<file path="src/rtl/acir_pkg.sv">
`default_nettype none
// ----------------------------------------------------------------------------
// acir_pkg
// Shared types and constants of the ambient corrected ranger.
// ----------------------------------------------------------------------------
package acir_pkg;

  localparam int SAMPLE_W = 10;
  localparam int COUNT_W  = 7;
  localparam int WEIGHT_W = 9;
  localparam int INDEX_W  = 6;
  localparam int SUM_W    = 16;
  localparam int REFLEX_W = 17;
  localparam int RANGE_W  = 17;
  localparam int ROOT_W   = 16;
  localparam int QUO_W    = 32;

  localparam int CFG_INDEX_W = 4;
  localparam int CFG_DATA_W  = 9;

  localparam logic [CFG_INDEX_W-1:0] CFG_READINGS_COUNT = 4'd0;
  localparam logic [CFG_INDEX_W-1:0] CFG_FILTER_WEIGHT  = 4'd1;

  localparam logic [COUNT_W-1:0]  READINGS_COUNT_RESET = 7'd8;
  localparam logic [COUNT_W-1:0]  MAX_COUNT            = 7'd64;
  localparam logic [WEIGHT_W-1:0] FILTER_WEIGHT_RESET  = 9'd0;
  localparam logic [WEIGHT_W-1:0] WEIGHT_ONE           = 9'd256;

  localparam int DIV_STEPS  = 32;
  localparam int SQRT_STEPS = 16;
  localparam int STEP_W     = $clog2(DIV_STEPS);

  localparam int DEFAULT_QUEUE_DEPTH = 2;

  // one classified sample handed from the front to the back
  typedef struct packed {
    logic                       emitter_on;
    logic                       measure_done;
    logic signed [REFLEX_W-1:0] reflex;
    logic                       reflection_seen;
    logic [SUM_W-1:0]           peak;
    logic [SUM_W-1:0]           divisor;
  } acir_entry_t;

  typedef struct packed {
    logic                       emitter_on;
    logic                       measure_done;
    logic signed [REFLEX_W-1:0] reflex;
    logic                       reflection_seen;
    logic [RANGE_W-1:0]         range_estimate;
  } acir_result_t;

  typedef enum logic [2:0] {
    BK_IDLE,
    BK_DIV,
    BK_SQRT,
    BK_MUL,
    BK_MIX
  } acir_back_state_t;

endpackage
`default_nettype wire

</file>
<file path="src/rtl/acir_front.sv">
`default_nettype none
// ----------------------------------------------------------------------------
// acir_front
// Takes samples, keeps the phase sums and the peak reflex, classifies
// each sample and pushes one entry into the queue.
// ----------------------------------------------------------------------------
module acir_front
  import acir_pkg::*;
(
  input  wire logic                clk,
  input  wire logic                rst,
  input  wire logic [COUNT_W-1:0]  readings_count,
  input  wire logic                in_valid,
  output logic                     in_ready,
  input  wire logic [SAMPLE_W-1:0] sample,
  input  wire logic                queue_full,
  output logic                     push,
  output acir_entry_t              entry
);

  logic               in_emitter_phase;
  logic [INDEX_W-1:0] sample_index;
  logic [SUM_W-1:0]   ambient_sum;
  logic [SUM_W-1:0]   lit_sum;
  logic [SUM_W-1:0]   peak_reflex;

  logic [COUNT_W-1:0]  count_eff;
  logic [COUNT_W-1:0]  index_plus;
  logic                last;
  logic [SUM_W-1:0]    ambient_next;
  logic [SUM_W-1:0]    lit_next;
  logic [REFLEX_W-1:0] diff;
  logic [SUM_W-1:0]    pos_diff;
  logic [SUM_W-1:0]    peak_next;
  logic                seen;

  assign in_ready = !queue_full;
  assign push     = in_valid && in_ready;

  always_comb begin
    if (readings_count == '0) begin
      count_eff = COUNT_W'(1);
    end else if (readings_count > MAX_COUNT) begin
      count_eff = MAX_COUNT;
    end else begin
      count_eff = readings_count;
    end
  end

  assign index_plus = {1'b0, sample_index} + COUNT_W'(1);
  assign last       = index_plus >= count_eff;

  // first sample of a phase restarts its sum
  assign ambient_next = ((sample_index == '0) ? '0 : ambient_sum) + SUM_W'(sample);
  assign lit_next     = ((sample_index == '0) ? '0 : lit_sum) + SUM_W'(sample);

  assign diff      = {1'b0, lit_next} - {1'b0, ambient_sum};
  assign pos_diff  = diff[SUM_W-1:0];
  assign seen      = lit_next > ambient_sum;
  assign peak_next = (pos_diff > peak_reflex) ? pos_diff : peak_reflex;

  always_comb begin
    entry.emitter_on      = in_emitter_phase ? !last : last;
    entry.measure_done    = in_emitter_phase && last;
    entry.reflex          = entry.measure_done ? diff : '0;
    entry.reflection_seen = entry.measure_done && seen;
    entry.peak            = peak_next;
    entry.divisor         = pos_diff;
  end

  always_ff @(posedge clk) begin
    if (rst) begin
      in_emitter_phase <= 1'b0;
      sample_index     <= '0;
      ambient_sum      <= '0;
      lit_sum          <= '0;
      peak_reflex      <= '0;
    end else if (push) begin
      if (!in_emitter_phase) begin
        ambient_sum <= ambient_next;
      end else begin
        lit_sum <= lit_next;
      end
      if (entry.reflection_seen) begin
        peak_reflex <= peak_next;
      end
      if (last) begin
        in_emitter_phase <= !in_emitter_phase;
        sample_index     <= '0;
      end else begin
        sample_index <= index_plus[INDEX_W-1:0];
      end
    end
  end

endmodule
`default_nettype wire

</file>
<file path="src/rtl/acir_queue.sv">
`default_nettype none
// ----------------------------------------------------------------------------
// acir_queue
// Short first-in first-out queue of classified entries between the front
// and the back.
// ----------------------------------------------------------------------------
module acir_queue
  import acir_pkg::*;
#(
  parameter int DEPTH = DEFAULT_QUEUE_DEPTH
) (
  input  wire logic        clk,
  input  wire logic        rst,
  input  wire logic        push,
  input  wire acir_entry_t push_entry,
  output logic             full,
  input  wire logic        pop,
  output logic             not_empty,
  output acir_entry_t      head
);

  localparam int PTR_W = (DEPTH > 1) ? $clog2(DEPTH) : 1;
  localparam int CNT_W = $clog2(DEPTH + 1);

  acir_entry_t       slots [DEPTH];
  logic [PTR_W-1:0]  wr_ptr;
  logic [PTR_W-1:0]  rd_ptr;
  logic [CNT_W-1:0]  fill;

  assign full      = fill == CNT_W'(DEPTH);
  assign not_empty = fill != '0;
  assign head      = slots[rd_ptr];

  always_ff @(posedge clk) begin
    if (push) begin
      slots[wr_ptr] <= push_entry;
    end
  end

  always_ff @(posedge clk) begin
    if (rst) begin
      wr_ptr <= '0;
      rd_ptr <= '0;
      fill   <= '0;
    end else begin
      if (push) begin
        wr_ptr <= (wr_ptr == PTR_W'(DEPTH - 1)) ? '0 : wr_ptr + PTR_W'(1);
      end
      if (pop) begin
        rd_ptr <= (rd_ptr == PTR_W'(DEPTH - 1)) ? '0 : rd_ptr + PTR_W'(1);
      end
      if (push && !pop) begin
        fill <= fill + CNT_W'(1);
      end else if (pop && !push) begin
        fill <= fill - CNT_W'(1);
      end
    end
  end

endmodule
`default_nettype wire

</file>
<file path="src/rtl/acir_back.sv">
`default_nettype none
// ----------------------------------------------------------------------------
// acir_back
// Works off queued entries: radix-2 divider, digit-by-digit square root,
// smoothing multiply, and the output register.
// ----------------------------------------------------------------------------
module acir_back
  import acir_pkg::*;
(
  input  wire logic                clk,
  input  wire logic                rst,
  input  wire logic [WEIGHT_W-1:0] filter_weight,
  input  wire logic                q_not_empty,
  input  wire acir_entry_t         q_head,
  output logic                     q_pop,
  output logic                     out_valid,
  input  wire logic                out_ready,
  output acir_result_t             result
);

  acir_back_state_t state;
  acir_back_state_t state_next;

  logic [STEP_W-1:0]     step;
  logic [QUO_W-1:0]      quo;
  logic [SUM_W:0]        rem;
  logic [SUM_W-1:0]      divisor;
  logic [ROOT_W:0]       srem;
  logic [ROOT_W-1:0]     sroot;
  logic [25:0]           prod_prev;
  logic [24:0]           prod_root;
  logic [RANGE_W-1:0]    smoothed_range;
  acir_entry_t           held;

  logic                  out_free;
  logic                  load_plain;
  logic                  load_mix;
  logic                  div_last;
  logic                  sqrt_last;
  logic [SUM_W:0]        rem_sh;
  logic                  div_ge;
  logic [ROOT_W+2:0]     srem_sh;
  logic [ROOT_W+2:0]     trial;
  logic [ROOT_W+2:0]     srem_sub;
  logic                  sqrt_ge;
  logic [WEIGHT_W-1:0]   w_eff;
  logic [WEIGHT_W-1:0]   w_inv;
  logic [26:0]           mix;
  logic [RANGE_W-1:0]    range_new;

  assign out_free  = !out_valid || out_ready;
  assign div_last  = step == STEP_W'(DIV_STEPS - 1);
  assign sqrt_last = step == STEP_W'(SQRT_STEPS - 1);

  assign w_eff = (filter_weight > WEIGHT_ONE) ? WEIGHT_ONE : filter_weight;
  assign w_inv = WEIGHT_ONE - w_eff;

  // restoring divide, one quotient bit per cycle; rem stays below divisor
  assign rem_sh = {rem[SUM_W-1:0], quo[QUO_W-1]};
  assign div_ge = rem_sh >= {1'b0, divisor};

  // square root, two radicand bits per cycle
  assign srem_sh  = {srem, quo[QUO_W-1 -: 2]};
  assign trial    = {1'b0, sroot, 2'b01};
  assign sqrt_ge  = srem_sh >= trial;
  assign srem_sub = srem_sh - trial;

  // round half up, drop the eight weight bits
  assign mix       = {1'b0, prod_prev} + {2'b00, prod_root} + 27'd128;
  assign range_new = mix[RANGE_W+7:8];

  always_comb begin
    state_next = state;
    unique case (state)
      BK_IDLE: if (q_not_empty && q_head.reflection_seen) state_next = BK_DIV;
      BK_DIV:  if (div_last) state_next = BK_SQRT;
      BK_SQRT: if (sqrt_last) state_next = BK_MUL;
      BK_MUL:  state_next = BK_MIX;
      BK_MIX:  if (out_free) state_next = BK_IDLE;
      default: state_next = BK_IDLE;
    endcase
  end

  always_comb begin
    q_pop      = 1'b0;
    load_plain = 1'b0;
    load_mix   = 1'b0;
    unique case (state)
      BK_IDLE: begin
        q_pop      = q_not_empty && (q_head.reflection_seen || out_free);
        load_plain = q_not_empty && !q_head.reflection_seen && out_free;
      end
      BK_MIX:  load_mix = out_free;
      default: ;
    endcase
  end

  always_ff @(posedge clk) begin
    if (rst) begin
      state          <= BK_IDLE;
      smoothed_range <= '0;
      out_valid      <= 1'b0;
    end else begin
      state <= state_next;
      if (load_mix) begin
        smoothed_range <= range_new;
      end
      if (load_plain || load_mix) begin
        out_valid <= 1'b1;
      end else if (out_ready) begin
        out_valid <= 1'b0;
      end
    end
  end

  always_ff @(posedge clk) begin
    case (state)
      BK_IDLE: begin
        held    <= q_head;
        quo     <= {q_head.peak, {SUM_W{1'b0}}};
        rem     <= '0;
        divisor <= q_head.divisor;
        step    <= '0;
      end
      BK_DIV: begin
        rem  <= div_ge ? rem_sh - {1'b0, divisor} : rem_sh;
        quo  <= {quo[QUO_W-2:0], div_ge};
        step <= div_last ? '0 : step + STEP_W'(1);
        srem  <= '0;
        sroot <= '0;
      end
      BK_SQRT: begin
        srem  <= sqrt_ge ? srem_sub[ROOT_W:0] : srem_sh[ROOT_W:0];
        sroot <= {sroot[ROOT_W-2:0], sqrt_ge};
        quo   <= {quo[QUO_W-3:0], 2'b00};
        step  <= step + STEP_W'(1);
      end
      BK_MUL: begin
        prod_prev <= 26'(smoothed_range) * 26'(w_eff);
        prod_root <= 25'(sroot) * 25'(w_inv);
      end
      default: ;
    endcase
  end

  always_ff @(posedge clk) begin
    if (load_plain) begin
      result.emitter_on      <= q_head.emitter_on;
      result.measure_done    <= q_head.measure_done;
      result.reflex          <= q_head.reflex;
      result.reflection_seen <= 1'b0;
      result.range_estimate  <= '0;
    end else if (load_mix) begin
      result.emitter_on      <= held.emitter_on;
      result.measure_done    <= held.measure_done;
      result.reflex          <= held.reflex;
      result.reflection_seen <= 1'b1;
      result.range_estimate  <= range_new;
    end
  end

endmodule
`default_nettype wire

</file>
<file path="src/rtl/ambient_corrected_isl_ranger_unit.sv">
`default_nettype none
// ----------------------------------------------------------------------------
// ambient_corrected_isl_ranger_unit
// Ambient corrected inverse-square-law ranger with exponential smoothing.
// ----------------------------------------------------------------------------
// Every accepted sample gives one output word. A sample that does not close
// a measurement, or closes one without a reflection, leaves the back end from
// its idle state once it heads the queue and the output register is free.
// A closing sample with a reflection passes through the idle state that loads
// it, the radix-2 divider that forms peak/reflex, the square root, a multiply
// step and a round-and-store step. The front keeps taking samples while the
// queue (QUEUE_DEPTH words) has room, so the sustained rate is set by the
// divider and root unit once per measurement. Configuration writes are always
// accepted; there is no clearing pass after reset. emitter_on in each output
// word is the drive for the next sample.
// ----------------------------------------------------------------------------
module ambient_corrected_isl_ranger_unit
  import acir_pkg::*;
#(
  parameter int QUEUE_DEPTH = DEFAULT_QUEUE_DEPTH
) (
  input  wire logic                   clk,
  input  wire logic                   rst,
  input  wire logic                   cfg_valid,
  output logic                        cfg_ready,
  input  wire logic [CFG_INDEX_W-1:0] cfg_index,
  input  wire logic [CFG_DATA_W-1:0]  cfg_data,
  input  wire logic                   s_tvalid,
  output logic                        s_tready,
  input  wire logic [15:0]            s_tdata,   // [9:0] sample
  output logic                        m_tvalid,
  input  wire logic                   m_tready,
  output logic [39:0]                 m_tdata,   // [0] emitter_on, [17:1] reflex,
                                                 // [18] reflection_seen,
                                                 // [35:19] range_estimate
  output logic                        m_tlast    // measure_done
);

  logic [COUNT_W-1:0]  readings_count;
  logic [WEIGHT_W-1:0] filter_weight;

  acir_entry_t  push_entry;
  acir_entry_t  head;
  acir_result_t result;
  logic         push;
  logic         full;
  logic         pop;
  logic         not_empty;

  assign cfg_ready = 1'b1;

  always_ff @(posedge clk) begin
    if (rst) begin
      readings_count <= READINGS_COUNT_RESET;
      filter_weight  <= FILTER_WEIGHT_RESET;
    end else if (cfg_valid && cfg_ready) begin
      unique case (cfg_index)
        CFG_READINGS_COUNT: readings_count <= cfg_data[COUNT_W-1:0];
        CFG_FILTER_WEIGHT:  filter_weight  <= cfg_data[WEIGHT_W-1:0];
        default: ;
      endcase
    end
  end

  acir_front u_front (
    .clk            (clk),
    .rst            (rst),
    .readings_count (readings_count),
    .in_valid       (s_tvalid),
    .in_ready       (s_tready),
    .sample         (s_tdata[SAMPLE_W-1:0]),
    .queue_full     (full),
    .push           (push),
    .entry          (push_entry)
  );

  acir_queue #(
    .DEPTH (QUEUE_DEPTH)
  ) u_queue (
    .clk        (clk),
    .rst        (rst),
    .push       (push),
    .push_entry (push_entry),
    .full       (full),
    .pop        (pop),
    .not_empty  (not_empty),
    .head       (head)
  );

  acir_back u_back (
    .clk           (clk),
    .rst           (rst),
    .filter_weight (filter_weight),
    .q_not_empty   (not_empty),
    .q_head        (head),
    .q_pop         (pop),
    .out_valid     (m_tvalid),
    .out_ready     (m_tready),
    .result        (result)
  );

  assign m_tdata = {4'b0000, result.range_estimate, result.reflection_seen,
                    result.reflex, result.emitter_on};
  assign m_tlast = result.measure_done;

endmodule
`default_nettype wire

</file>
<file path="config.mk">
export PLATFORM = sky130hd
export DESIGN_NAME = ambient_corrected_isl_ranger_unit
export DESIGN_NICKNAME = d
export VERILOG_FILES = /design/src/rtl/acir_pkg.sv /design/src/rtl/acir_front.sv /design/src/rtl/acir_queue.sv /design/src/rtl/acir_back.sv /design/src/rtl/ambient_corrected_isl_ranger_unit.sv
export SDC_FILE = /design/constraint.sdc
export NUM_CORES = 1
export LEC_CHECK = 0
export ABC_CLOCK_PERIOD_IN_PS = 7590
export BUFFER_PORTS_ARGS = -buffer_cell sky130_fd_sc_hd__buf_2
export CAP_MARGIN = 5
export CELL_PAD_IN_SITES_DETAIL_PLACEMENT = 1
export CELL_PAD_IN_SITES_GLOBAL_PLACEMENT = 1
export CORE_MARGIN = 10
export CORE_UTILIZATION = 49
export CTS_CLUSTER_SIZE = 12
export DETAILED_ROUTE_END_ITERATION = 8
export PLACE_DENSITY = 0.78
export SLEW_MARGIN = 25
export SYNTH_ARGS = -nofsm -noshare
export SYNTH_HDL_FRONTEND = slang
export SYNTH_HIERARCHICAL = 1
export SYNTH_SLANG_ARGS = --single-unit
export TNS_END_PERCENT = 50
</file>
<file path="constraint.sdc">
create_clock -name clk -period 7.59 [get_ports clk]
set_input_delay 1.1385 -clock clk [delete_from_list [all_inputs] [get_ports clk]]
set_output_delay 1.1385 -clock clk [all_outputs]
set_load 0.005 [all_outputs]
</file>
==> After elaboration in Yosys (flattened, before gate mapping) <==
Memory sizes are Yosys's and may differ from the RTL's. A register that Yosys moved wholly into a read port is not among the register bits.
Index checks and enable logic that the tools add are counted.
Widths: inputs -> output; s select.
{ "totals": {"latchBits": 0, "output_inout_bits": 44, "romBits": 0, "input_bits": 34, "reg_bits": 304, "mem_count": 1, "ram_bits": 104} }
{ "memory_table": {"columns": ["memory", "words", "word_bits", "rd", "rd_clocked_by_memory_dff", "wr", "line_no", "text"], "rows": [
  ["u_queue.slots", 2, 52, 1, 1, 1, "acir_queue.sv:25", "acir_entry_t slots [DEPTH];"]
]} }
{ "classes": {"addsub": 14, "magnitude_cmp": 7, "mux": 37, "eq_ne": 12, "n_bitwise": 1, "reduce_logical": 37, "n_div": 0, "shift": 0, "mul": 2} }
{ "op_table": {"columns": ["cell", "n"], "rows": [
  ["$pmux 32 s3", 1],
  ["$mux 37", 2],
  ["$mux 16", 4],
  ["$pmux 16 s2", 2],
  ["$mux 17", 2],
  ["$pmux 17 s2", 1],
  ["$add 16x10->16", 2],
  ["$gt 16x16->1", 2],
  ["$add 25x25->25", 1],
  ["$add 25x8->25 const B", 1],
  ["$mul 16x9->25", 1],
  ["$mul 17x9->25", 1],
  ["$ge 19x18->1", 1],
  ["$ge 17x16->1", 1],
  ["$sub 16x16->17", 1],
  ["$sub 17x17->17", 1],
  ["$sub 16x16->16", 1],
  ["$pmux 3 s5", 1],
  ["$pmux 5 s3", 1],
  ["$mux 7", 2],
  ["$mux 1", 12],
  ["$mux 3", 4],
  ["$reduce_and 2->1", 6],
  ["$reduce_bool 2->1", 6],
  ["31 further kinds", 53]
]} }

==> Depth between registers and ports, before layout <==
{ "depth": {"word_depth": 8, "depth_mapped": 29, "depth_no_buf": 27} }

==> Hierarchy <==
Netlist, hierarchy kept.
{ "modules_own_cells": {"columns": ["mod", "area_each_um2", "seq_area_each_um2", "instances", "cells_each"], "rows": [
  ["acir_back", 20561.0, 6486.2, 1, 2090],
  ["acir_front", 5226.3, 1101.1, 1, 703],
  ["acir_queue", 3980.1, 3223.1, 1, 184],
  ["ambient_corrected_isl_ranger_unit", 747.0, 320.3, 1, 74]
]} }

==> Worst setup path before layout <==
OpenSTA, ideal clock, no wires.
{ "synth_path": {"path_kind": "register to register", "startpoint": "reg filter_weight[8]", "endpoint": "reg u_back.prod_root[23] (data pin)", "required_time_ps": 7432, "path_buffers": 4, "arrival_ps": 6438, "setup_slack_ps": 994, "period_less_slack_ps": 6596, "stages_incl_launch_ff": 26, "path_cell_list": "dfxtp_1 clkbuf_1 nor2b_1 clkbuf_1 clkbuf_1 inv_1 ha_1 o21ai_0 nor4b_1 a21oi_1 clkbuf_1 nor2_1 fa_1 fa_1 fa_1 inv_1 fa_1 inv_1 ha_1 a21oi_1 inv_1 a211oi_1 nand3b_1 o221ai_1 or4b_2 o211ai_1"} }
{ "synth_between": {"elab_chain_cells": 4} }
{ "synth_rtl": {"columns": ["item", "line_no", "text"], "rows": [
  ["from (decl)", "ambient_corrected_isl_ranger_unit.sv:40", "logic [WEIGHT_W-1:0] filter_weight;"],
  ["from (signal assigned)", "ambient_corrected_isl_ranger_unit.sv:59", "CFG_FILTER_WEIGHT: filter_weight <= cfg_data[WEIGHT_W-1:0];"],
  ["$gt 9x9->1", "acir_back.sv:55", "assign w_eff = (filter_weight > WEIGHT_ONE) ? WEIGHT_ONE : filter_weight;"],
  ["$mux 9 *", "acir_back.sv:55", null],
  ["$sub 9x9->9 *", "acir_back.sv:56", "assign w_inv = WEIGHT_ONE - w_eff;"],
  ["$mul 16x9->25 *", "acir_back.sv:140", "prod_root <= 25'(sroot) * 25'(w_inv);"],
  ["to (signal assigned)", "acir_back.sv:140", null],
  ["to (decl)", "acir_back.sv:31", "logic [24:0] prod_root;"]
]} }
Mark *: on every way between the ends. The rest lies on a longest branch, timed or not.
A chain may end at the register's enable or synchronous reset.

==> metrics.md <==
| Metric | Value |
|---|---|
| Status | complete, no violations |
| Post-layout min period | 6.968 ns |
| CP endpoint kind | flip-flop |
| Initial core utilization | 0.4945 |
| Initial antenna violation count | 0 |
| Starting DRT DRC Count | 1353 |
| Cts bufs inserted | 48 |
| Core ar. | between 60000 and 70000 µm² |
| Crit path DAT | 7.53 ns |
| Synth area leaders | edfxtp_1, fa_1, ha_1 |
| Non-Filler Instances | 3953 |
| TritonCTS clock tree | built |
| Worst-Margin Slew | around 1.0 ns |
| Post-CTS Setup Bufs | 0 |
| Vias in the first global route | between 20000 and 30000 |
| Layout cells sized above 1 | 0.09403 |
| Count of different cell masters after synthesis | 92 |
| Worst skew pair latency | just over 0.6 ns |
| Met3 usage | 0.02868 |
| Setup crit start kind | flip-flop |
| Clk sinks | 409 |
| Gr usage total | 0.2293 |
| Most used routing layer | met2 |
| Synth top area share | 0.2893 |
| Yosys reg bits | 409 |
| Avg WL per Cell | around 21 µm |
| Peak VDD IR | 0.2431 mV |
| Routed Antenna Nets | 0 |
| Endpoints failing setup | 0 |
| Max Freq | 143.5 MHz |
| Largest net degree at the start of global routing | 77 |
| First-pass GRT wire length | 136.2 mm |
| Design area | 33320 µm² |
| Syn_area_per_cell | between 10 and 15 µm² |
| Cell area after synthesis | 30510 µm² |
| Die Span Y | between 200 and 300 µm |
| Grt met1 use | 0.2610 |
| Input/output buffers | 66 |
| Total number of vias | 22710 |
| Final Slew Violations | 0 |
| Pleak | 14.31 nW |
| Switch share | 0.3481 |
| Sum Neg Setup Slack | 0 ns |
| Post-DP Area | 31670 µm² |
| # diodes | 0 |
| Max incr delay on CP | 0.68 ns |
| CP Max Fanout | 17 |
| Worst hold slack | around 0.44 ns |
| Area grow syn2layout | 9.205% |
| Clock share of power | 0.293 |
| Worst Path Required | 8.16 ns |
| Final wirelength | 83.91 mm |
| Post-synth EDFFs | 294 |
| DRC | 0 |
| PD cells | 243.8 nW/µm² |
| Clock transition at path regs | 0.06 ns |
| Sw Pwr | 2.829 mW |
| GRT overflow | 0 |
| Hold Crit Class | flip-flop to flip-flop |
| Max-Cap Viols | 0 |
| Nets@finish | 3554 |
| CP Cell Sequence | nor4_1 > nand2_1 > and2_1 > ha_1 > fa_1 > a21oi_1 > o21ai_0 > a21oi_1 > o31ai_2 > and3_1 > xnor2_1 > nor2_1 > ha_1 > a21oi_1 > o21ai_0 > or4_1 > o311a_2 > ha_1 > nand4_1 > or4_1 > and3_1 > a211oi_1 > a21o_1 |
| Die W | 269.5 µm |
| Die area | 72650 µm² |
| Sequential group share of total power | 0.384 |
| Final Util | 0.5400 |
| CTS Buffer Depth | 3 |
| Post-synthesis sequential area ratio | 0.3648 |
| Max_slew headroom | 0.3241 |
| I/O pin total | 78 |
| Power Total | 8.125 mW |
| Skew final | about 0.047 ns |
| Setup slack at placement | roughly 0.64 ns |
| Gpl congestion | 0.8975 |
| CP Class | flip-flop to flip-flop |
| Internal power | 5.297 mW |
| Period utilization | 0.9180 |
| Top_reg_cell synth | edfxtp_1 |
| Final worst setup slack | 0.6225 ns |
| Syn Inst Count | between 3000 and 4000 |
| Final Hold Viols | 0 |
| Row cnt | 91 |
| YS warnings | 6 |
| Synth area leader | edfxtp_1 |
| Root buffer cell | clkbuf_16 |
| Placed cells | 3864 |
| Fillcell total | 6803 |
| DP HPWL | 62.34 mm |
| DR pass1 iterations | 5 |
| Ys async rst share | 0 |
| M2 GR Usage | 0.4255 |
| Vias per cell | 5.744 |
| Combinational share of power | 0.323 |
| H-tree depth | 2 |
| CP max stage cell | or4_1 |
## power groups by stage
stage	sequential, mW	combinational, mW	clock, mW
after floorplan	3.07	1.86	0
after global placement	3.13	2.45	0
after detailed placement	3.16	2.59	0
after CTS	3.12	2.63	2.44
after global routing	3.16	2.90	2.54
final	3.12	2.62	2.38
## cells in the mapped netlist, drive strengths merged, types with 5 or more instances
| library cell | instances |
|---|---|
| a2111oi | 7 |
| a211oi | 21 |
| a21o | 41 |
| a21oi | 166 |
| a22o | 34 |
| a22oi | 17 |
| a31o | 5 |
| a31oi | 16 |
| and2 | 143 |
| and3 | 13 |
| buf | 47 |
| clkbuf | 84 |
| dfxtp | 115 |
| edfxtp | 294 |
| fa | 208 |
| ha | 235 |
| inv | 356 |
| mux2 | 65 |
| mux2i | 44 |
| nand2 | 363 |
| nand2b | 36 |
| nand3 | 61 |
| nand4 | 22 |
| nor2 | 175 |
| nor2b | 28 |
| nor3 | 42 |
| nor4 | 22 |
| o211ai | 17 |
| o21a | 19 |
| o21ai | 87 |
| o21bai | 14 |
| o22ai | 6 |
| o31a | 6 |
| o31ai | 11 |
| o41ai | 6 |
| or2 | 7 |
| or3 | 17 |
| or4 | 9 |
| xnor2 | 76 |
| xor2 | 47 |
## worst max-delay path: cells and delay by family, from the launching register on
family | cells | cell delay (ns)
xor+xnor | 1 | 0.16
fa+ha+maj | 4 | 1.33
flops | 1 | 0.37
compound gates | 9 | 2.01
simple gates | 9 | 3.03
## cells by family after synthesis
logic type               count (synthesis)  synth area share
AND/OR/NAND/NOR                        961            0.1519
AO/OA/AOI/OAI                          516            0.1128
buffers and inverters                  488           0.06372
adder cells (fa/ha/maj)                443            0.2328
flip-flops                             409            0.3648
XOR/XNOR                               123           0.03530
multiplexers                           109           0.03842
other                                    2         0.0002461
## path summary, 6_finish.rpt
| check | startpoint | end | slack, ns | cells past startpoint |
|---|---|---|---|---|
| max reg2reg | u_front/sample_index[2] | u_front/peak_reflex[13] | 0.62 | 23 |
| min | u_back/result[16] | u_back/result[16] | 0.44 | 2 |
| min reg2reg | u_back/result[16] | u_back/result[16] | 0.44 | 2 |
| max | u_front/sample_index[2] | u_front/peak_reflex[13] | 0.62 | 23 |
## layer usage
metal	vias up	routed length, µm
met4	0	3557
met1	11520	32840
li1	10470	-
met2	503	44600
met3	205	2912
met5	-	0
## cell usage in the layout, fill, tap and decap left out, types with 44 or more instances in the layout
cell type,count
dfxtp_1,114
o21ai_0,84
xor2_1,47
nor2_1,173
a21oi_1,165
fa_1,208
ha_1,235
buf_2,65
and2_1,141
nand3_1,60
edfxtp_1,294
nand2_1,360
mux2_2,65
xnor2_1,76
inv_1,355
mux2i_1,44
clkbuf_16,51
## cell type report
cell class,instances,area (µm²),share of cell area
Clock buffer,64,1369,0.04108
Clock inverter,25,275.3,0.008260
Inverter,357,1341,0.04025
Multi-Input combinational cell,2157,17520,0.5258
Sequential cell,409,11130,0.3341
Tap cell,837,1047,0.03143
Timing Repair Buffer,104,638.1,0.01915
## repair_timing
item                       CTS  global route
setup endpoints to repair    0             3
hold buffers                 0             0
resized for setup            0             2
## registers in the layout, indices dropped and copies added, names as in the netlist, 17 cells and up, named ones only
name / flops
u_back/held: 19
u_back/prod_prev: 25
u_back/prod_root: 25
u_back/quo: 32
u_back/result: 37
u_back/smoothed_range: 17
u_back/srem: 17
u_queue/slots: 104
(Power assumes the default switching activity.)
